$ cat src/rtl/core/fdqm_pkg.sv
// Shared types, codes and helpers for the frame descriptor queue merge block.
// Used by fdqm_ctrl, fdqm_dpath and frame_descriptor_queue_merge.
package fdqm_pkg;

  localparam int unsigned QueueDepthDef = 64;
  localparam int unsigned AvgFracDef    = 8;

  // Operation codes carried in the mode field
  localparam logic [1:0] MODE_ENQ   = 2'd0;
  localparam logic [1:0] MODE_DEQ   = 2'd1;
  localparam logic [1:0] MODE_MERGE = 2'd2;
  localparam logic [1:0] MODE_CLEAR = 2'd3;

  // Result status codes
  localparam logic [1:0] ST_OK    = 2'd0;
  localparam logic [1:0] ST_EMPTY = 2'd1;
  localparam logic [1:0] ST_FULL  = 2'd2;

  // Delay value that marks a frame as never expiring
  localparam logic [15:0] INF_DELAY = 16'hffff;

  // Stored frame descriptor
  typedef struct packed {
    logic [11:0] handle;
    logic [10:0] octets;
    logic        inf;
    logic [31:0] recv;
    logic [31:0] expiry;
  } desc_t;

  // Commands from the controller to the datapath
  typedef struct packed {
    logic accept;    // latch the incoming word, restart walk counters
    logic commit;    // finish the operation and load the result word
    logic mrg_step;  // move one merged entry into the merge buffer
    logic cpy_step;  // copy one merge buffer entry back into the first queue
  } cmd_t;

  // Status from the datapath to the controller
  typedef struct packed {
    logic walk;      // latched merge has entries to move and does not overflow
    logic mrg_last;  // one entry left to merge
    logic cpy_last;  // one entry left to copy back
    logic out_free;  // result register can take a new word
  } sts_t;

  // a is later than b in wrapped 32-bit time
  function automatic logic later(input logic [31:0] a, input logic [31:0] b);
    logic [31:0] diff;
    diff = a - b;
    return (diff != 32'd0) && !diff[31];
  endfunction

endpackage

$ cat src/rtl/core/fdqm_ctrl.sv
// Controller state machine for the frame descriptor queue merge block.
// Depends on fdqm_pkg for the command and status structs.
module fdqm_ctrl (
  input  logic           clk_i,
  input  logic           rst_ni,
  input  logic           in_valid_i,
  output logic           in_ready_o,
  input  fdqm_pkg::sts_t sts_i,
  output fdqm_pkg::cmd_t cmd_o
);
  import fdqm_pkg::*;

  localparam logic [2:0] S_IDLE = 3'd0;
  localparam logic [2:0] S_EXEC = 3'd1;
  localparam logic [2:0] S_MRD  = 3'd2;
  localparam logic [2:0] S_MWR  = 3'd3;
  localparam logic [2:0] S_CRD  = 3'd4;
  localparam logic [2:0] S_CWR  = 3'd5;
  localparam logic [2:0] S_FIN  = 3'd6;

  logic [2:0] state_q, state_d;

  // Sequence each operation
  always_comb begin
    state_d    = state_q;
    cmd_o      = '0;
    in_ready_o = 1'b0;
    unique case (state_q)
      S_IDLE: begin
        in_ready_o = 1'b1;
        if (in_valid_i) begin
          cmd_o.accept = 1'b1;
          state_d      = S_EXEC;
        end
      end
      S_EXEC: begin
        if (sts_i.walk) begin
          state_d = S_MRD;
        end else if (sts_i.out_free) begin
          cmd_o.commit = 1'b1;
          state_d      = S_IDLE;
        end
      end
      // Wait for the head reads of both queues
      S_MRD: state_d = S_MWR;
      S_MWR: begin
        cmd_o.mrg_step = 1'b1;
        state_d        = sts_i.mrg_last ? S_CRD : S_MRD;
      end
      // Wait for the merge buffer read
      S_CRD: state_d = S_CWR;
      S_CWR: begin
        cmd_o.cpy_step = 1'b1;
        state_d        = sts_i.cpy_last ? S_FIN : S_CRD;
      end
      S_FIN: begin
        if (sts_i.out_free) begin
          cmd_o.commit = 1'b1;
          state_d      = S_IDLE;
        end
      end
      default: state_d = S_IDLE;
    endcase
  end

  always_ff @(posedge clk_i or negedge rst_ni) begin
    if (!rst_ni) begin
      state_q <= S_IDLE;
    end else begin
      state_q <= state_d;
    end
  end

endmodule

$ cat config.mk
export PLATFORM = sky130hd
export DESIGN_NAME = fdqm_ctrl
export DESIGN_NICKNAME = d
export VERILOG_FILES = /design/src/rtl/core/fdqm_pkg.sv /design/src/rtl/core/fdqm_ctrl.sv
export SDC_FILE = /design/constraint.sdc
export NUM_CORES = 1
export LEC_CHECK = 0
export BUFFER_PORTS_ARGS = -buffer_cell sky130_fd_sc_hd__buf_2
export CORE_AREA = 2 2 39 41
export CTS_BUF_LIST = sky130_fd_sc_hd__clkbuf_4 sky130_fd_sc_hd__clkbuf_8
export CTS_CLUSTER_DIAMETER = 200
export DETAILED_ROUTE_END_ITERATION = 8
export DIE_AREA = 0 0 41 43
export GPL_TIMING_DRIVEN = 0
export MAX_ROUTING_LAYER = met4
export SLEW_MARGIN = 5
export SYNTH_ARGS = -nofsm -noshare
export SYNTH_HDL_FRONTEND = slang
export SYNTH_SLANG_ARGS = --single-unit
$ cat constraint.sdc
create_clock -name clk_i -period 1.36 [get_ports clk_i]
set_input_delay 0.068 -clock clk_i [delete_from_list [all_inputs] [get_ports clk_i]]
set_output_delay 0.068 -clock clk_i [all_outputs]
set_load 0.1 [all_outputs]
==> metrics.md, run 1 <==
| Metric | Value |
|---|---|
| Seq/Total Area, Yosys | around a third |
| Worst path bufs/invs | 1 |
| Worst Tran Pin Value | between 200 and 300 ps |
| Post-synthesis area per instance | between 8 and 9 um^2 |
| Min-Delay Endpoint | state_q[2] |
| Nets | 56 |
| Placement row count | 14 |
| Crit path depth | 4 |
| First-pass GRT wire length | about 1000 um |
| Crit Path Max Fanout | 5 |
| Startpoint Class | flop |
| Worst r2r src | state_q[2] |
| Vias in the first global route | between 200 and 300 |
| Synthesized flop and latch total | 3 |
| Total Wirelength | ~670 um |
| Worst skew pair latency | approximately 240 ps |
| Antenna Cells | 0 |
| Die ar. | 1760 um^2 |
| Failing checks | negative setup slack |
| Slew headroom | 81.6% |
| Wirelength per Cell | 10.4 um |
| Worst Path Required | between 1000 and 1500 ps |
| Worst EP arrival | 1290 ps |
| CTS Sinks | 3 |
| Clock skew | between 0.5 and 0.6 ps |
| Setup TNS | -2.32 ps |
| DP Wirelength | between 400 and 500 um |
| Initial Util | 17.2% |
| Mapped cell area | approximately 240 um^2 |
| TritonCTS clock tree | done |
| Fillers | 149 |
| CP peak stage delay | approximately 430 ps |
| H-tree depth | 1 |
| Fmax achieved | ~730 MHz |
| GPL Wtd Cong | 0.730 |
| Root buffer cell | clkbuf_4 |
| Core box area | approximately 1400 um^2 |
| Die width | around 41 um |
| DR iter-0 viols | 6 |
| Final min period | between 1000 and 1500 ps |
| Antenna-violating nets left | 0 |
| Max-Cap Viols | 0 |
| Final Hold Vio Count | 0 |
| Fin worst setup slack | -2.32 ps |
| Port buffer count | 11 |
| Fraction of layout cells with a size suffix above 1 | between 60 and 70% |
| Via Count | between 200 and 300 |
| Post-Syn Instances | 28 |
| Outcome | complete, but fails checks |
| Count of final setup violators | 1 |
| CP endpoint kind | output pin |
| Worst-path cell chain | nand2b_4 -> nor3_4 -> o21a_4 -> buf_12 |
| Vias/cell | 4.30 |
| Antenna violations before repair | 0 |
| Total track usage | 9.58% |
| R2R Path End | state_q[0] |
| Setup CP Type | flop to output pin |
| Storage cell area | around 76 um^2 |
| Top Family by Delay on Critical Path | flip-flops |
| CP max stage cell | dfrtp_2 |
| Placed Area | roughly 340 um^2 |
| Max-slew violation count | 0 |
| Hold WC Path Type | input pin to flop |
| Overflow after GRT | 0 |
| DRC | 0 |
| Hold Crit Depth | 3 |
| CTS buffer count | 3 |
| CTS clk-pin slew, worst paths | 40 ps |
| Largest net degree at the start of global routing | 11 |
| Post-synth cell types | 18 |
| Biggest regs | state_q x3 |
| Die Y | 43 um |
| RSZ-0062 raised after global routing | true |
| Highest-count cells in the layout ignoring fill and taps | buf_2 (6), buf_4 (6), clkbuf_4 (4), o21ai_0 (3), buf_12 (3) |
| Area Growth Syn to Fin | 106% |
| HP Start | sts_i[2] |
| Max reg flops | 3 |
| Design area | around 490 um^2 |
| I/O pin count | 12 |
| Max clock buf depth | 2 |
| Area taken by multi-input logic gates | approximately 190 um^2 |
| Tcrit/Tclk final | 100% |
| Worst R2R Setup Slack | ~280 ps |
| Largest Register | state_q |
| Register-to-Register Path Depth | 4 |
| Syn. warnings | 0 |
| DRT Pass-1 Iters | 2 |
| Syn Nets | 35 |
logic make-up (layout without fill, tap and decap cells):
group / count (synthesis) / count (layout) / share of synthesized area [%]
buf+inv: 4 / 24 / 11.1
simple gates: 13 / 13 / 35.8
mux: 1 / 1 / 4.21
compound gates: 7 / 7 / 17.4
flops: 3 / 3 / 31.6
layout make-up:
cell class / count / share of cell area [%]
Multi-Input combinational cell: 21 / 38.5
Tap cell: 16 / 4.08
Sequential cell: 3 / 15.6
Inverter: 2 / 1.53
Buffer: 2 / 4.59
Timing Repair Buffer: 16 / 29.6
Clock buffer: 4 / 6.12
worst reg2reg max path: cells and delay by family (launching register included):
family | cells | cell delay (ps)
AOI/OAI and AO/OA | 2 | 200
buffers and inverters | 1 | 150
DFF | 1 | 360
and+or+nand+nor | 1 | 270
what timing repair did:
item | 4_1_cts | 5_1_grt
pin swaps | 0 | 3
buffers inserted | 0 | 4
endpoints found under the setup margin | 5 | 3
gates resized for setup | 15 | 7
hold endpoints to repair | 3 | 0
hold buffers | 1 | 0
how the worst max path moves through the flow:
stage,start,end,slack [ps]
detailed placement,state_q[1],cmd_o[2],-130
floorplan,state_q[0],cmd_o[3],-490
global route,state_q[1],cmd_o[2],-50
finish,state_q[1],cmd_o[2],-2
CTS,state_q[0],cmd_o[2],-90
global placement,state_q[1],cmd_o[2],-130
per-stage QoR:
stage	std cells	util, %	hold slack (ps)	worst slack, ps
2_1_floorplan	28	-	-228	-487
3_3_place_gp	55	24.6	-135	-125
3_5_place_dp	55	24.6	-133	-126
4_1_cts	60	31.4	99.1	-86.4
5_1_grt	64	35.4	114	-51.5
6_report	64	35.4	104	-2.32
Yosys cell counts:
master    number  area share [%]
nand2_1        2             3.2
nand4_1        1             2.6
nor2_1         3             4.7
and3_1         1             2.6
and3_2         1             3.2
o32ai_1        1             3.7
buf_6          1             4.7
nand2b_1       1             2.6
buf_4          1             3.2
and2_1         1             2.6
nor4b_4        1              10
o21a_1         1             3.2
dfrtp_1        3              32
inv_1          2             3.2
nor3_1         2             4.2
a21oi_1        2             4.2
mux2i_1        1             4.2
o21ai_0        3             6.3
metal layers:
layer / vias up / global-route usage, % / wire length (um)
met5: - / - / 0
met4: 0 / 12.0 / 31
met3: 3 / 3.14 / 29
met2: 10 / 11.9 / 352
met1: 121 / 10.0 / 256
li1: 141 / - / -
Power of run 1 is left out: the tool's default activity adds up to more than one toggle a clock period on the data nets, which glitch-free logic cannot reach.
==> run 2: changes to the inputs <==
Settings changed: SLEW_MARGIN 5 to unset.
Clock period 1.36 ns to 1.8 ns, I/O delays scaled along.
==> run 2 against run 1 <==
Compared with the run above: the run now ends clean; global-route usage shrank 1.3 points; die area unchanged; core utilization shrank 8.6 points; sequential share of layout area up 4.6 points; wire length shrank 20%; cell area fell by 24%; first-iteration DRC count rose to 2.5 times the previous value; flip-flop and latch count unchanged; register-to-register slack improved by 470 ps; worst hold slack improved by 23 ps; cell count is 6.3% lower; critical path type unchanged; highest routed layer unchanged.
==> metrics.md, run 2 (same netlist as run 1, synthesis figures left out) <==
| Metric | Value |
|---|---|
| Final Util | 26.9% (-8.6 points) |
| Fillers | 157 (+5.4%) |
| Design area | 372 um^2 (-24%) |
| Slew headroom | 68.0% (-14 points) |
| Final Hold Vio Count | 0 (unchanged) |
| I/O pin count | 12 (unchanged) |
| Placement row count | 14 (unchanged) |
| Post-placement cell count | 55 (unchanged) |
| Register-to-Register Path Depth | 4 (unchanged) |
| Max-slew violation count | 0 (unchanged) |
| Die ar. | 1760 um^2 (unchanged) |
| GPL Wtd Cong | 0.686 (-6.0%) |
| Setup CP Type | flop to output pin |
| First-pass GRT wire length | 834 um (-17%) |
| Hold WC Path Type | input pin to flop |
| CP endpoint kind | output pin |
| Total track usage | 8.26% (-1.3 points) |
| Port buffer count | 11 (unchanged) |
| Die width | 41 um (unchanged) |
| CTS Sinks | 3 (unchanged) |
| HP Start | sts_i[2] |
| Worst Tran Pin Value | 484 ps (+206 ps) |
| Max clock buf depth | 2 (unchanged) |
| DRT Pass-1 Iters | 3 (+1) |
| Setup Buffers After CTS | 0 (unchanged) |
| Initial Util | 17.2% (unchanged) |
| Overflow after GRT | 0 (unchanged) |
| Core box area | 1380 um^2 (unchanged) |
| Most common cell after layout, fill and taps aside | buf_2 |
| Total Wirelength | 532 um (-20%) |
| DRC | 0 (unchanged) |
| Clock skew | 3.45 ps (+2.93 ps) |
| Worst skew pair latency | 230 ps (about the same) |
| Tcrit/Tclk final | 89.1% |
| Fraction of layout cells with a size suffix above 1 | 50.0% (-19 points) |
| Largest Register | state_q |
| Placed Area | 329 um^2 (-3.3%) |
| Fmax achieved | 623 MHz |
| TritonCTS clock tree | done |
| DR iter-0 viols | 15 (+9) |
| Area Growth Syn to Fin | 56.3% |
| Dpl ws | 338 ps (+464 ps) |
| R2R Path End | state_q[0] |
| Final min period | about 1600 ps |
| Largest net degree at the start of global routing | 11 (unchanged) |
| Biggest regs | state_q x3 |
| CTS clk-pin slew, worst paths | 30 ps (about the same) |
| Worst Path Required | 1710 ps (+420 ps) |
| Wirelength per Cell | 8.87 um (-15%) |
| H-tree depth | 1 (unchanged) |
| Outcome | complete, no violations |
| Max-Cap Viols | 0 (unchanged) |
| Max reg flops | 3 (unchanged) |
| Antenna Cells | 0 (unchanged) |
| Root buffer cell | clkbuf_4 |
| Final Non-Filler Cells | 60 (-6.3%) |
| Nets | 52 (-7.1%) |
| Count of final setup violators | 0 (-1) |
| Crit Path Max Fanout | 9 (+4) |
| Min-Delay Endpoint | state_q[2] |
| Worst r2r src | state_q[2] |
| Hold Crit Depth | 3 (unchanged) |
| CTS buffer count | 3 (unchanged) |
| Startpoint Class | flop |
| Fin worst setup slack | 196 ps (+198 ps) |
| Die Y | 43 um (unchanged) |
| Vias/cell | 3.97 (-7.7%) |
| Vias in the first global route | 206 (-20%) |
| DP Wirelength | 372 um (-8.2%) |
| Worst R2R Setup Slack | 750 ps (+470 ps) |
| RSZ-0062 raised after global routing | false |
| Via Count | 238 (-13%) |
| Worst EP arrival | 1510 ps (+220 ps) |
| Highest-count cells in the layout ignoring fill and taps | buf_2 (10), clkbuf_4 (5), o21ai_0 (3), dfrtp_1 (3) |
| Antenna violations before repair | 0 (unchanged) |
| Antenna-violating nets left | 0 (unchanged) |
-- run 2: how the worst max path moves through the flow --
stage | end | cells past startpoint | slack (ps) | from
final | cmd_o[2] | 4 | 200 | state_q[1]
after global routing | cmd_o[2] | 4 | 80 | state_q[1]
after CTS | cmd_o[2] | 4 | 80 | state_q[1]
after detailed placement | cmd_o[2] | 4 | 340 | state_q[1]
after global placement | cmd_o[2] | 4 | 340 | state_q[1]
after floorplan | cmd_o[3] | 3 | -90 | state_q[0]
-- run 2: timing repair --
action	4_1_cts	5_1_grt
gates resized for setup	0	1
endpoints found under the hold margin	3	0
endpoints found under the setup margin	0	1
hold buffers	1	0
-- run 2: per-layer routing --
layer	vias up	track usage [%]	part of all wire (%)
li1	130	-	-
met1	92	10.1	51
met2	14	7.81	37
met3	2	3.14	8.3
met4	0	12.0	3.6
met5	-	-	0
-- run 2: per-stage QoR --
| stage | hold slack, ps | setup TNS, ps |
|---|---|---|
| 2_1_floorplan | -206 | -86.7 |
| 5_1_grt | 143 | 0 |
| 4_1_cts | 124 | 0 |
| 6_report | 128 | 0 |
| 3_5_place_dp | -112 | 0 |
| 3_3_place_gp | -114 | 0 |
-- run 2: worst max-delay path: stages, from the launching register on --
cell and delay (ps):
dfrtp_1 470, nand2b_1 230, nor3_1 140, o21a_1 120, clkbuf_4 320
-- run 2: layout make-up --
cell class                      instances  area, um^2  area share, %
Tap cell                               16        20.0           5.39
Clock buffer                            4        30.0           8.08
Timing Repair Buffer                   12        67.6           18.2
Sequential cell                         3        75.1           20.2
Inverter                                2        7.51           2.02
Buffer                                  2        18.8           5.05
Multi-Input combinational cell         21         153           41.1
Power of run 2 is left out for the same reason.
==> run 3: changes to the inputs <==
Settings changed: CTS_CLUSTER_DIAMETER 200 to unset, PLACE_DENSITY set to 0.48.
==> run 3 against run 2 <==
Compared with the run above: count of clock-buffer cells in the layout unchanged; fmax down 1.0%; cell count unchanged; register-to-register slack got worse by 20 ps; clock skew rose by 0.69 ps; cell area did not move; setup slack worse by 17 ps; flip-flop and latch count unchanged; critical path type unchanged; highest routed layer is now met3.
==> metrics.md, run 3 (same netlist as run 1, synthesis figures left out) <==
| Metric | Value |
|---|---|
| DRT Pass-1 Iters | 1 (-2) |
| Final min period | 1620 ps (+16.8 ps) |
| Max-Cap Viols | 0 (unchanged) |
| Outcome | complete, no violations |
| Vias/cell | 4.28 (+8.0%) |
| Most common cell after layout, fill and taps aside | buf_2 |
| Port buffer count | 11 (unchanged) |
| Worst EP arrival | 1530 ps (+20 ps) |
| Die width | 41 um (unchanged) |
| Antenna-violating nets left | 0 (unchanged) |
| Setup Buffers After CTS | 0 (unchanged) |
| Max reg flops | 3 (unchanged) |
| H-tree depth | 1 (unchanged) |
| Final Util | 26.9% (unchanged) |
| I/O pin count | 12 (unchanged) |
| Max-slew violation count | 0 (unchanged) |
| Highest-count cells in the layout ignoring fill and taps | buf_2 (10), clkbuf_4 (5), o21ai_0 (3), dfrtp_1 (3) |
| Total Wirelength | 592 um (+11%) |
| DR iter-0 viols | 0 (-15) |
| Wirelength per Cell | 9.87 um (+11%) |
| Die ar. | 1760 um^2 (unchanged) |
| Hold WC Path Type | input pin to flop |
| CP endpoint kind | output pin |
| Biggest regs | state_q x3 |
| Antenna Cells | 0 (unchanged) |
| Setup CP Type | flop to output pin |
| Largest net degree at the start of global routing | 11 (unchanged) |
| Area taken by multi-input logic gates | 153 um^2 (unchanged) |
| Worst Path Required | 1710 ps (about the same) |
| Area Growth Syn to Fin | 56.3% (unchanged) |
| Initial Util | 17.2% (unchanged) |
| DP Wirelength | 427 um (+15%) |
| Overflow after GRT | 0 (unchanged) |
| Total track usage | 9.34% (+1.1 points) |
| Fmax achieved | 617 MHz (-1.0%) |
| CTS buffer count | 3 (unchanged) |
| First-pass GRT wire length | 1040 um (+25%) |
| Antenna violations before repair | 0 (unchanged) |
| Count of final setup violators | 0 (unchanged) |
| Fillers | 166 (+5.7%) |
| Nets | 52 (unchanged) |
| Storage cell area | 75.1 um^2 (unchanged) |
| Die Y | 43 um (unchanged) |
| DRC | 0 (unchanged) |
| GPL Wtd Cong | 0.654 (-4.6%) |
| Crit Path Max Fanout | 9 (unchanged) |
| Core box area | 1380 um^2 (unchanged) |
| Worst skew pair latency | 240 ps (about the same) |
| Fraction of layout cells with a size suffix above 1 | 50.0% (unchanged) |
| Startpoint Class | flop |
| Via Count | 257 (+8.0%) |
| Worst Tran Pin Value | 484 ps (+0.503 ps) |
| Largest Register | state_q |
| RSZ-0062 raised after global routing | false |
| Final Hold Vio Count | 0 (unchanged) |
| Vias in the first global route | 247 (+20%) |
| TritonCTS clock tree | done |
| Clock skew | 4.13 ps (+0.685 ps) |
| Root buffer cell | clkbuf_4 |
| Placement row count | 14 (unchanged) |
| Max clock buf depth | 2 (unchanged) |
| CTS clk-pin slew, worst paths | 40 ps (about the same) |
| Slew headroom | 67.9% (about the same) |
| CTS Sinks | 3 (unchanged) |
| Tcrit/Tclk final | 90.1% (+0.93 points) |
[run 3: routing by layer]
layer  wire length (um)  GRT usage, %  vias up
li1                   -             -      131
met1                275          10.2      116
met2                251          12.8       10
met3                 65          6.28        0
met4                  0          4.00        0
met5                  0             -        -
[run 3: worst paths after layout]
path / startpoint / end / slack [ps] / cells past startpoint
hold / removal: sts_i[2] / state_q[2] / 120 / 3
setup reg to reg: state_q[2] / state_q[0] / 730 / 4
max in group asynchronous: rst_ni / state_q[2] / 1510 / 2
setup / recovery: state_q[1] / cmd_o[2] / 180 / 4
min in group asynchronous: rst_ni / state_q[0] / 180 / 2
hold reg to reg: state_q[2] / state_q[2] / 620 / 3
[run 3: worst max-delay path: stages (launching register included)]
cell and delay, ps:
dfrtp_1 480, nand2b_1 230, nor3_1 140, o21a_1 130
clkbuf_4 320
[run 3: area by class of cell]
class / instances / area share, %
Multi-Input combinational cell: 21 / 41.1
Timing Repair Buffer: 12 / 18.2
Tap cell: 16 / 5.39
Buffer: 2 / 5.05
Clock buffer: 4 / 8.08
Inverter: 2 / 2.02
Sequential cell: 3 / 20.2
[run 3: timing repair]
item	4_1_cts	5_1_grt
endpoints found under the hold margin	3	0
endpoints found under the setup margin	0	1
gates resized for setup	0	1
hold buffers	1	0
[run 3: through the flow]
stage,cell area [um^2],setup WS [ps],hold WS [ps],cells,TNS (ps)
after floorplan,254,-86.7,-206,28,-86.7
after global placement,329,296,-112,55,0
after detailed placement,329,314,-112,55,0
after CTS,369,56.1,116,60,0
after global routing,372,28.8,133,60,0
final,372,179,122,60,0
Power of run 3 is left out for the same reason.
